`src/bmhpq_ram.sv`:
```
`timescale 1ns / 1ps
// ----------------------------------------------------------------------------
// bmhpq_ram: simple dual-port RAM holding the heap entries
// One write port and one read port, read data registered.
// ----------------------------------------------------------------------------
module bmhpq_ram #(
  parameter int DEPTH = 64,
  parameter int WIDTH = 64
) (
  input  logic                     clk,
  input  logic                     we,
  input  logic [$clog2(DEPTH)-1:0] waddr,
  input  logic [WIDTH-1:0]         wdata,
  input  logic [$clog2(DEPTH)-1:0] raddr,
  output logic [WIDTH-1:0]         rdata
);

  logic [WIDTH-1:0] mem [DEPTH];

  always_ff @(posedge clk) begin
    if (we) begin
      mem[waddr] <= wdata;
    end
  end

  always_ff @(posedge clk) begin
    rdata <= mem[raddr];
  end

endmodule

```
`config.mk`:
```
export PLATFORM = sky130hd
export DESIGN_NAME = bmhpq_ram
export DESIGN_NICKNAME = d
export VERILOG_FILES = /design/src/bmhpq_ram.sv
export SDC_FILE = /design/constraint.sdc
export NUM_CORES = 2
export LEC_CHECK = 0
export ABC_AREA = 1
export BUFFER_PORTS_ARGS = -buffer_cell sky130_fd_sc_hd__clkbuf_2
export CORE_MARGIN = 1
export CORE_UTILIZATION = 28
export CTS_BUF_LIST = sky130_fd_sc_hd__clkbuf_4 sky130_fd_sc_hd__clkbuf_8 sky130_fd_sc_hd__clkbuf_16
export DETAILED_ROUTE_END_ITERATION = 10
export PLACE_DENSITY_LB_ADDON = 0.2
export SYNTH_ARGS = -nofsm -noshare
export SYNTH_HDL_FRONTEND = slang
export SYNTH_SLANG_ARGS = --single-unit
```
`constraint.sdc`:
```
create_clock -name clk -period 7 [get_ports clk]
set_input_delay 0 -clock clk [delete_from_list [all_inputs] [get_ports clk]]
set_output_delay 0 -clock clk [all_outputs]
set_load 0.03 [all_outputs]
```
==> metrics.txt <==
wire per inst 27.1 um; final setup fails 0; final instance area 190000 um^2; Pins Over Slew Limit 0; multi-input logic area 36600 um^2; Hold Path Origin wdata[47]; crit path DAT 4370 ps; Skew-Pair Late Insertion Delay 1030 ps; global-route wire length before repair 818000 um; FP Rows 281; core area 587000 um^2; DR vias 107000; reg-to-reg critical path endpoint rdata[36]; 1st-iter DRT viols 10500; WHS Path Cells 1; maximum clock path buffer count 4; number of synthesized register bits around 4200; Worst setup SP type input port; Post-Synthesis Cells 13400; Num Clock Sinks 4160; switching power 12.7 mW; post-synthesis cell type count 16; fill cell count 58200; Die Width 770 um; Seq pwr share around half; GRT Overall Usage 19.1%; max incr delay on CP around 800 ps; Comb pwr share between 5 and 6%; Post-layout nets 13600; post-synthesis xor/xnor area fraction 0%; GRT overflow 0; die height roughly 770 um; starting density of the core around 28%; crit path max fanout 197; Seq. cell area 124000 um^2; Buf/Inv on CP 6; IO buf count 141; largest net degree at the start of global routing between 150 and 200; Required @ worst endpoint 7970 ps; grt met2 use between 30% and 40%; worst slack at placement 3510 ps; Slew @ Worst Pin between 1000 and 1500 ps; met3 Usage GRT about 2.2%; worst-case reg-to-reg path depth 8; Sw Share 23.2%; most frequent cells in the layout 4416 x nand2_1, 4096 x edfxtp_1, 3847 x nand3_1; largest delay contributor family on the critical path buffers and inverters; Synth Area in Compound Gates 0%; wirelength, routed 586000 um; commonest non-fill, non-tap cell in the layout nand2_1; post-synthesis adder-cell area fraction 0%; worst setup path class input port to flop; WHS Endpoint mem[12][47]; vias per inst 4.94; worst r2r src mem[1][36]; clock power share 43.3%; Worst Setup End Kind flop; Area Overhead vs Synth 14.9%; max_cap viols 0; CTS Buf Count 437; clock slew at reported path FFs 60 ps; post-route setup TNS 0 ps; vias in the first global route ~100k; P_int 41.8 mW; DRC viols 0; register area share after synthesis about three quarters; RSZ-0062 raised after global routing false; status complete, no violations; share of cells above drive strength 1 under 10%; First-pass DRT Iterations 6; htree depth 5; met1 Usage GRT between 20% and 30%; leakage 65.5 nW; Tmin final 3410 ps; GPL Wtd Cong approximately 0.75; CTS tree built; CP max-delay cell buf_4; Post-DRT Antenna Nets 0; placed inst area ~170000 um^2; final hold violation count 0; Worst Slack Setup Final 3590 ps; reg-to-reg slack, setup roughly 5200 ps; worst hold margin 50.0 ps; Syn. warnings 0; CTS Root Cell clkbuf_16; Syn Nets 13500; Simple-Gate Fraction of Synth Area 21.9%; synthesized area roughly 170000 um^2; I/O pins ~140; maximum vdd drop 0.221 mV; largest family of logic cells by synthesized area simple AND/OR/NAND/NOR gates; clk_skew around 45 ps; initial antenna violation count 39; Hold Path Class input port to flop; Worst slew margin 12.3%; post-synthesis mux area share 0%; Pwr Density 287 nW/um^2; cell chain of the critical path dlygate4sd3_1, buf_12, inv_16, buf_4, buf_4, nand2_1, nand3_1, nand3_1, nand3_1, nand3_1, nand2_1, nand2_1, dlygate4sd3_1, nand2_1; mean post-synth cell area 12.3 um^2; most used routing layer in global routing met2; Peak Freq 294 MHz; die area around 590000 um^2; DP Wirelength approximately 290000 um; Tcrit/Tclk final 48.7%
## flip-flops by register name (all words and copies together) (netlist names)
| signal | cells |
|---|---|
| rdata | 64 |
| mem | 4096 |
## cells in the mapped netlist
master	n	share of area, %
buf_1	72	0.16
buf_2	501	1.5
buf_4	134	0.61
buf_6	40	0.27
buf_8	3	0.027
clkbuf_1	147	0.33
dfxtp_1	64	0.78
edfxtp_1	4096	74
inv_1	8	0.018
inv_2	2	0.0045
inv_4	2	0.0076
nand2_1	4416	10
nand3_1	3847	12
nand4_1	9	0.034
nor2_1	56	0.13
nor4_1	8	0.030
## layer usage
metal,share of wire [%],vias to the layer above
met5,0.0014,-
li1,-,48000
met1,45,55100
met2,48,3025
met4,2.7,2
met3,5.0,717
## power by group through the flow
stage               logic (mW)  clock network [mW]  registers (mW)
floorplan                 1.70                   0            28.3
global placement          3.18                   0            28.3
detailed placement        3.18                   0            28.3
CTS                       3.24                24.0            27.7
global route              3.49                24.9            27.7
finish                    3.20                23.6            27.7
## through the flow
step                power [mW]  std cells  util (%)
finish                    54.5      21600      32.4
floorplan                 30.0      13400         -
CTS                       55.0      21600      32.3
global placement          31.4      20700      29.7
global route              56.1      21600      32.4
detailed placement        31.4      20700      29.7
## worst max-delay path by stage
stage / startpoint / endpoint / cells past startpoint
after floorplan: we / mem[48][0] / 3
after global placement: waddr[2] / mem[56][24] / 5
after detailed placement: waddr[2] / mem[56][24] / 5
after CTS: raddr[0] / rdata[61] / 14
after global routing: raddr[0] / rdata[61] / 14
final: raddr[0] / rdata[61] / 14
## cells by family (layout without fill, tap and decap cells)
kind of cell / count (synthesis) / after routing
and+or+nand+nor: 8336 / 8336
DFF: 4160 / 4160
buffers and inverters: 909 / 1346
other: 0 / 15
## timing repair
item / 4_1_cts / 5_1_grt
endpoints found under the setup margin: 0 / 0
resized for setup: 0 / 0
hold buffers: 76 / 0
endpoints found under the hold margin: 3986 / 0
setup buffers: 0 / 0
## layout make-up
type	count	share of cell area, %
Antenna cell	15	0.0198
Clock buffer	615	6.65
Clock inverter	191	0.996
Inverter	12	0.0554
Multi-Input combinational cell	8336	19.3
Sequential cell	4160	65.5
Tap cell	7782	5.13
Timing Repair Buffer	528	2.40
Power figures use the tool's default switching activity.
