### src/bmhpq_pkg.sv
`timescale 1ns / 1ps
// ----------------------------------------------------------------------------
// bmhpq_pkg: shared types and constants for the heap priority queue
// Depth, field widths, command and status codes, heap entry layout, the
// sequencer states and the memory request bundle.
// ----------------------------------------------------------------------------
package bmhpq_pkg;

  localparam int QUEUE_DEPTH = 64;
  localparam int IDX_W       = $clog2(QUEUE_DEPTH);
  localparam int NUM_W       = $clog2(QUEUE_DEPTH + 1);
  localparam int CHILD_W     = IDX_W + 2;

  localparam int PRIO_W  = 32;
  localparam int DATA_W  = 32;
  localparam int COUNT_W = 7;

  localparam logic [DATA_W-1:0] EMPTY_DATA = 32'hFFFF_FAC7;

  localparam logic ST_OK   = 1'b0;
  localparam logic ST_FAIL = 1'b1;

  typedef enum logic {
    CMD_INSERT  = 1'b0,
    CMD_SERVICE = 1'b1
  } cmd_t;

  typedef struct packed {
    logic signed [PRIO_W-1:0] prio;
    logic        [DATA_W-1:0] data;
  } entry_t;

  localparam int ENTRY_W = $bits(entry_t);

  typedef struct packed {
    logic             we;
    logic [IDX_W-1:0] waddr;
    entry_t           wdata;
    logic [IDX_W-1:0] raddr;
  } mem_req_t;

  typedef enum logic [3:0] {
    S_IDLE,
    S_UP_RD,
    S_UP_CMP,
    S_DN_LAST,
    S_DN_RDL,
    S_DN_RDR,
    S_DN_PICK,
    S_DN_CMP,
    S_RESP
  } state_t;

endpackage

### src/bmhpq_if.sv
`timescale 1ns / 1ps
// ----------------------------------------------------------------------------
// bmhpq_if: command and response channels of the heap priority queue
// Valid/ready channels; a beat moves when valid and ready are both high.
// ----------------------------------------------------------------------------
interface bmhpq_cmd_if;
  logic                                     valid;
  logic                                     ready;
  logic                                     command;
  logic signed [bmhpq_pkg::PRIO_W-1:0]      priority_req;
  logic signed [bmhpq_pkg::DATA_W-1:0]      payload;

  modport source (output valid, command, priority_req, payload, input ready);
  modport sink   (input valid, command, priority_req, payload, output ready);
endinterface

interface bmhpq_rsp_if;
  logic                                     valid;
  logic                                     ready;
  logic                                     status;
  logic                                     front_valid;
  logic signed [bmhpq_pkg::DATA_W-1:0]      front_data;
  logic        [bmhpq_pkg::COUNT_W-1:0]     count;

  modport source (output valid, status, front_valid, front_data, count, input ready);
  modport sink   (input valid, status, front_valid, front_data, count, output ready);
endinterface

### src/bmhpq_ctrl.sv
`timescale 1ns / 1ps
// ----------------------------------------------------------------------------
// bmhpq_ctrl: sift sequencer with one shared priority comparator
// Walks the heap one level at a time, moving entries through the RAM, and
// holds the response in an output register.
// ----------------------------------------------------------------------------
module bmhpq_ctrl (
  input  logic                clk,
  input  logic                rst,
  bmhpq_cmd_if.sink           cmd,
  bmhpq_rsp_if.source         rsp,
  output bmhpq_pkg::mem_req_t mem_req,
  input  bmhpq_pkg::entry_t   rdata
);
  import bmhpq_pkg::*;

  state_t state, state_next;

  logic [NUM_W-1:0] n;
  logic [IDX_W-1:0] pos;
  logic [IDX_W-1:0] cand_idx;
  entry_t           moving;
  entry_t           cand;
  logic             fail;
  logic [DATA_W-1:0] root_data;

  logic               res_valid;
  logic               res_status;
  logic               res_front_valid;
  logic [DATA_W-1:0]  res_front_data;
  logic [COUNT_W-1:0] res_count;

  logic [IDX_W-1:0]   parent_idx;
  logic [IDX_W-1:0]   last_idx;
  logic [CHILD_W-1:0] left_w;
  logic [CHILD_W-1:0] right_w;
  logic               left_in;
  logic               right_in;
  logic               full;
  logic               accept;
  logic               load_res;

  logic signed [PRIO_W-1:0] cmp_a;
  logic signed [PRIO_W-1:0] cmp_b;
  logic                     cmp_gt;

  assign parent_idx = IDX_W'((pos - IDX_W'(1)) >> 1);
  assign last_idx   = IDX_W'(n - NUM_W'(1));
  assign left_w     = CHILD_W'({pos, 1'b1});
  assign right_w    = left_w + CHILD_W'(1);
  assign left_in    = left_w < CHILD_W'(n);
  assign right_in   = right_w < CHILD_W'(n);
  assign full       = n == NUM_W'(QUEUE_DEPTH);
  assign accept     = cmd.valid && cmd.ready;
  assign load_res   = (state == S_RESP) && (!res_valid || rsp.ready);

  assign cmd.ready = state == S_IDLE;

  // shared comparator
  always_comb begin
    unique case (state)
      S_DN_PICK: begin
        cmp_a = cand.prio;
        cmp_b = rdata.prio;
      end
      S_DN_CMP: begin
        cmp_a = cand.prio;
        cmp_b = moving.prio;
      end
      default: begin
        cmp_a = moving.prio;
        cmp_b = rdata.prio;
      end
    endcase
  end

  assign cmp_gt = cmp_a > cmp_b;

  always_comb begin
    state_next = state;
    unique case (state)
      S_IDLE: begin
        if (cmd.valid) begin
          if (cmd.command == CMD_INSERT) begin
            state_next = full ? S_RESP : S_UP_RD;
          end else begin
            state_next = (n == '0) ? S_RESP : S_DN_LAST;
          end
        end
      end
      S_UP_RD:   state_next = (pos == '0) ? S_RESP : S_UP_CMP;
      S_UP_CMP:  state_next = cmp_gt ? S_UP_RD : S_RESP;
      S_DN_LAST: state_next = (n == '0) ? S_RESP : S_DN_RDL;
      S_DN_RDL:  state_next = left_in ? S_DN_RDR : S_RESP;
      S_DN_RDR:  state_next = right_in ? S_DN_PICK : S_DN_CMP;
      S_DN_PICK: state_next = S_DN_CMP;
      S_DN_CMP:  state_next = cmp_gt ? S_DN_RDL : S_RESP;
      S_RESP: begin
        if (!res_valid || rsp.ready) begin
          state_next = S_IDLE;
        end
      end
      default:   state_next = S_IDLE;
    endcase
  end

  always_comb begin
    mem_req.we    = 1'b0;
    mem_req.waddr = pos;
    mem_req.wdata = moving;
    mem_req.raddr = last_idx;
    unique case (state)
      S_IDLE:    mem_req.raddr = last_idx;
      S_UP_RD: begin
        mem_req.raddr = parent_idx;
        mem_req.we    = pos == '0;
      end
      S_UP_CMP: begin
        mem_req.we    = 1'b1;
        mem_req.wdata = cmp_gt ? rdata : moving;
      end
      S_DN_RDL: begin
        mem_req.raddr = left_w[IDX_W-1:0];
        mem_req.we    = !left_in;
      end
      S_DN_RDR:  mem_req.raddr = right_w[IDX_W-1:0];
      S_DN_CMP: begin
        mem_req.we    = 1'b1;
        mem_req.wdata = cmp_gt ? cand : moving;
      end
      default: ;
    endcase
  end

  always_ff @(posedge clk) begin
    if (rst) begin
      state <= S_IDLE;
      n     <= '0;
    end else begin
      state <= state_next;
      if (accept) begin
        if (cmd.command == CMD_INSERT) begin
          if (!full) begin
            n <= n + NUM_W'(1);
          end
        end else if (n != '0) begin
          n <= n - NUM_W'(1);
        end
      end
    end
  end

  always_ff @(posedge clk) begin
    if (accept) begin
      moving.prio <= cmd.priority_req;
      moving.data <= cmd.payload;
      pos         <= IDX_W'(n);
      fail        <= (cmd.command == CMD_INSERT) ? full : (n == '0);
    end
    if (mem_req.we && (mem_req.waddr == '0)) begin
      root_data <= mem_req.wdata.data;
    end
    unique case (state)
      S_UP_CMP: begin
        if (cmp_gt) begin
          pos <= parent_idx;
        end
      end
      S_DN_LAST: begin
        moving <= rdata;
        pos    <= '0;
      end
      S_DN_RDR: begin
        cand     <= rdata;
        cand_idx <= left_w[IDX_W-1:0];
      end
      S_DN_PICK: begin
        if (!cmp_gt) begin
          cand     <= rdata;
          cand_idx <= right_w[IDX_W-1:0];
        end
      end
      S_DN_CMP: begin
        if (cmp_gt) begin
          pos <= cand_idx;
        end
      end
      default: ;
    endcase
  end

  always_ff @(posedge clk) begin
    if (rst) begin
      res_valid <= 1'b0;
    end else if (load_res) begin
      res_valid <= 1'b1;
    end else if (rsp.ready) begin
      res_valid <= 1'b0;
    end
  end

  always_ff @(posedge clk) begin
    if (load_res) begin
      res_status      <= fail;
      res_front_valid <= n != '0;
      res_front_data  <= (n != '0) ? root_data : EMPTY_DATA;
      res_count       <= COUNT_W'(n);
    end
  end

  assign rsp.valid       = res_valid;
  assign rsp.status      = res_status;
  assign rsp.front_valid = res_front_valid;
  assign rsp.front_data  = res_front_data;
  assign rsp.count       = res_count;

endmodule

### src/flat_wrapper.sv
// flat-port wrapper written by rule: the top's interface ports become plain ports
module bmhpq_ctrl_flat import bmhpq_pkg::*;
  (clk, rst, mem_req, rdata, cmd_valid, cmd_command, cmd_priority_req, cmd_payload, cmd_ready, rsp_valid, rsp_status, rsp_front_valid, rsp_front_data, rsp_count, rsp_ready);
  bmhpq_cmd_if cmd_i ();
  bmhpq_rsp_if rsp_i ();
  input  logic clk;
  input  logic rst;
  output bmhpq_pkg::mem_req_t mem_req;
  input  bmhpq_pkg::entry_t rdata;
  input wire logic [$bits(cmd_i.valid)-1:0] cmd_valid;
  input wire logic [$bits(cmd_i.command)-1:0] cmd_command;
  input wire logic [$bits(cmd_i.priority_req)-1:0] cmd_priority_req;
  input wire logic [$bits(cmd_i.payload)-1:0] cmd_payload;
  output wire logic [$bits(cmd_i.ready)-1:0] cmd_ready;
  output wire logic [$bits(rsp_i.valid)-1:0] rsp_valid;
  output wire logic [$bits(rsp_i.status)-1:0] rsp_status;
  output wire logic [$bits(rsp_i.front_valid)-1:0] rsp_front_valid;
  output wire logic [$bits(rsp_i.front_data)-1:0] rsp_front_data;
  output wire logic [$bits(rsp_i.count)-1:0] rsp_count;
  input wire logic [$bits(rsp_i.ready)-1:0] rsp_ready;
  assign cmd_i.valid = cmd_valid;
  assign cmd_i.command = cmd_command;
  assign cmd_i.priority_req = cmd_priority_req;
  assign cmd_i.payload = cmd_payload;
  assign cmd_ready = cmd_i.ready;
  assign rsp_valid = rsp_i.valid;
  assign rsp_status = rsp_i.status;
  assign rsp_front_valid = rsp_i.front_valid;
  assign rsp_front_data = rsp_i.front_data;
  assign rsp_count = rsp_i.count;
  assign rsp_i.ready = rsp_ready;
  bmhpq_ctrl u_core (.clk(clk), .rst(rst), .cmd(cmd_i), .rsp(rsp_i), .mem_req(mem_req), .rdata(rdata));
endmodule
### config.mk
export PLATFORM = sky130hd
export DESIGN_NAME = bmhpq_ctrl_flat
export DESIGN_NICKNAME = d
export VERILOG_FILES = /design/src/bmhpq_pkg.sv /design/src/bmhpq_if.sv /design/src/bmhpq_ctrl.sv /design/src/flat_wrapper.sv
export SDC_FILE = /design/constraint.sdc
export NUM_CORES = 1
export LEC_CHECK = 0
export BUFFER_PORTS_ARGS = -buffer_cell sky130_fd_sc_hd__buf_2
export CAP_MARGIN = 20
export CORE_MARGIN = 2
export CORE_UTILIZATION = 45
export CTS_CLUSTER_DIAMETER = 200
export CTS_CLUSTER_SIZE = 25
export DETAILED_ROUTE_END_ITERATION = 8
export GPL_ROUTABILITY_DRIVEN = 0
export HOLD_SLACK_MARGIN = 0.15
export PLACE_DENSITY_LB_ADDON = 0.3
export SETUP_SLACK_MARGIN = 0.2
export SLEW_MARGIN = 20
export SYNTH_ARGS = -nofsm -noshare
export SYNTH_HDL_FRONTEND = slang
export SYNTH_SLANG_ARGS = --single-unit
### constraint.sdc
create_clock -name clk -period 8.6 [get_ports clk]
set_input_delay 0 -clock clk [delete_from_list [all_inputs] [get_ports clk]]
set_output_delay 0 -clock clk [all_outputs]
set_load 0.02 [all_outputs]
==> results.toml <==
[setup_path]
path_common_cell = "buf_4"
worstSetupStartpointType = "flip-flop"
path_depth = 15
r2r_cells = 14
critPathKind = "reg -> out"
cp-startpoint = "u_core.state[0]$_SDFFE_PP0P_"
critical_path_buf_inv_count = 5
path_cells = "inv_1 -> or2_2 -> buf_4 -> mux2i_1 -> ha_1 -> nand4_2 -> nor3_1 -> a221oi_1 -> nand2_1 -> o211ai_4 -> buf_4 -> a21o_2 -> buf_4 -> o2bb2ai_1 -> buf_2"
max_stage_delay_ns = 0.88
r2r_start = "u_core.state[0]$_SDFFE_PP0P_"
cp_top_family = "buffers and inverters"
cpMaxStageDelayCell = "dfxtp_1"
end_kind = "primary output"
cp.required_ns = 8.60
arrival_ns = 6.24
crit_fanout = 77

[sta]
setup_viol = 0
finalHoldViolations = 0
min_period_ns = 6.24
clock-skew-final_ns = 0.0318
max_clock_freq_ghz = 0.160
period_share_pct = 72.5
whs_ns = 0.267
finalSetupTns_ns = 0
max-slew-margin-rel_pct = 34.6
report.final.slew_viol_count = 0
rsz0062_at_grt = "false"
worst_pin_slew_ns = 0.981

[global_routing]
met2_usage_pct = 38.3
grt_pass1_wl_mm = 50.7
grt_usage_pct = 22.8
grt_pass1_vias = 9115
grt_max_degree = 78
use_met3_pct = 3.29
use_met1_pct = 30.9
busiest_layer = "met2"
antenna_found_initial = 2
grt_overflow_total = 0

[clock_tree]
clockBufferDepth = 3
cts_max_level = 1
clk_pin_slew_worst_paths_ns = 0.11
clock_latency_ns = 0.48
cts_resized = 0
cts_buffers = 13
clock-root-buffer = "clkbuf_16"
cts.sinks = 226
cts_tree = "yes"

[synth]
synthCells = 899
ys_ff_latch = 226
avgSynthCellArea_um2 = 13.1
yosysWarnings = 0
yosysUniqueCellTypes = 61
ys_async_sr_fraction_pct = 0
synth-edff-count = 208
synth_nets = 1081
synth.area.top_cells = "edfxtp_1 (53%), mux2_2 (9.1%), ha_1 (5.2%), o2bb2ai_1 (4.8%), a22oi_1 (4.4%)"
synth_flop_cell = "edfxtp_1"
synth-seq-area-share_pct = 56.1
netlist_area_um2 = 11800
synth_top_area_share_pct = 53.0
yosysTopAreaCell = "edfxtp_1"

[cells_and_area]
ff_latch_area_um2 = 6610
mostFrequentLayoutCells = "buf_2 (252), edfxtp_1 (208), dlygate4sd3_1 (133)"
syn_to_final_growth_pct = 27.7
layout.cells.most_common = "buf_2"
multi_input_area_um2 = 4880
utilization_pct = 58.1
final_nets = 1430
instances_no_fill = 1591
nFillCells = 2052
drive_gt1_share_pct = 31.2

[floorplanning]
dieArea_um2 = 27500
pin_count = 253
fp.coreArea_um2 = 25900
die_y_um = 166
die_x_um = 166
rows = 59
initial_core_util_pct = 45.5

[job]
drv_cap = 0

[power_and_ir_drop]
vdd_drop_max_uv = 187
power_mw = 4.30
p_leak_nw = 5.78
powerDensity_nw_per_um2 = 286

[routing]
firstDrtPassIters = 5
wl_per_cell_um = 20.2
drtIter0Drc = 712
drc = 0
routed_via_density = 5.65
ant_nets = 0
vias = 8993
wirelength_mm = 32.2

[hold_path]
hold_class = "in -> reg"
min_path_cells = 2
worstHoldStart = "rdata[18]"

[status]
status = "finished, final reports clean"

[placement]
port_buffers = 252
dpl.hpwl_mm = 20.8
dp.cells = 1434
-- worst register-to-register path: stages (launching register included) --
cell and delay, ns:
dfxtp_1 0.88, inv_1 0.50, or2_2 0.42, buf_4 0.32, mux2i_1 0.21, ha_1 0.37, nand4_2 0.16, nor3_1 0.07
a221oi_1 0.33, nand2_1 0.15, o211ai_4 0.19, buf_4 0.75, nand2_1 0.23, o21ai_4 0.41, buf_4 0.69
-- kinds of logic (layout without fill, tap and decap cells) --
logic type	after synthesis	count (layout)	share of synthesized area (%)
other	0	2	0
XOR/XNOR	22	22	1.64
flip-flops	226	226	56.1
multiplexers	131	131	12.1
buffers and inverters	78	433	3.12
adder cells (fa/ha/maj)	49	49	5.20
AND/OR/NAND/NOR	158	158	7.11
AO/OA/AOI/OAI	235	235	14.7
-- where the power goes --
part	internal [mW]	switching, mW	total (mW)
clock	0.293	0.358	0.650
combinational	0.701	1.26	1.97
sequential	1.53	0.158	1.69
total	2.52	1.78	4.30
-- flip-flops by register name (all words and copies together), names as in the netlist --
| signal | flops |
|---|---|
| u_core.rsp.count | 7 |
| u_core.state | 4 |
| u_core.cand_idx | 6 |
| u_core.fail | 1 |
| u_core.rsp.front_valid | 1 |
| u_core.rsp.valid | 1 |
| u_core.cand | 64 |
| u_core.rsp.front_data | 32 |
| u_core.moving | 64 |
| u_core.rsp.status | 1 |
| u_core.root_data | 32 |
| u_core.n | 7 |
| u_core.pos | 6 |
-- layout make-up --
cell class / count / share of cell area [%]
Antenna cell: 2 / 0.0333
Clock buffer: 20 / 2.34
Clock inverter: 1 / 0.200
Inverter: 16 / 0.399
Multi-Input combinational cell: 595 / 32.5
Sequential cell: 226 / 43.9
Tap cell: 335 / 2.79
Timing Repair Buffer: 396 / 17.9
-- through the flow --
step                      area (um^2)  setup WS [ns]
after floorplan                 11800           1.96
after global placement          13300           2.67
after detailed placement        13300           2.58
after CTS                       15000           2.35
after global routing            15000           1.92
final                           15000           2.36
-- cells in the mapped netlist, drive strengths merged (16+ instances only) --
master,instances
a21oi,32
a22oi,69
buf,28
clkbuf,34
dfxtp,18
edfxtp,208
ha,49
inv,16
mux2,95
mux2i,36
nand2,33
nand2b,31
nor2,34
o21ai,26
o2bb2ai,64
-- worst paths after layout --
path	end	slack [ns]
max	mem_req[21]	2.36
max reg2reg	u_core.cand[51]$_DFFE_PP_	2.51
min reg2reg	u_core.rsp.status$_DFFE_PP_	0.45
min	u_core.cand[18]$_DFFE_PP_	0.27
-- timing repair --
item | 4_1_cts | 5_1_grt
buffers inserted | 0 | 0
hold buffers | 133 | 0
hold endpoints to repair | 171 | 0
-- metal layers --
metal | share of wire (%) | vias up
met3 | 6.1 | 53
met2 | 49 | 352
met5 | 0 | -
met1 | 42 | 4366
met4 | 3.0 | 0
li1 | - | 4222
(Power assumes the default switching activity.)
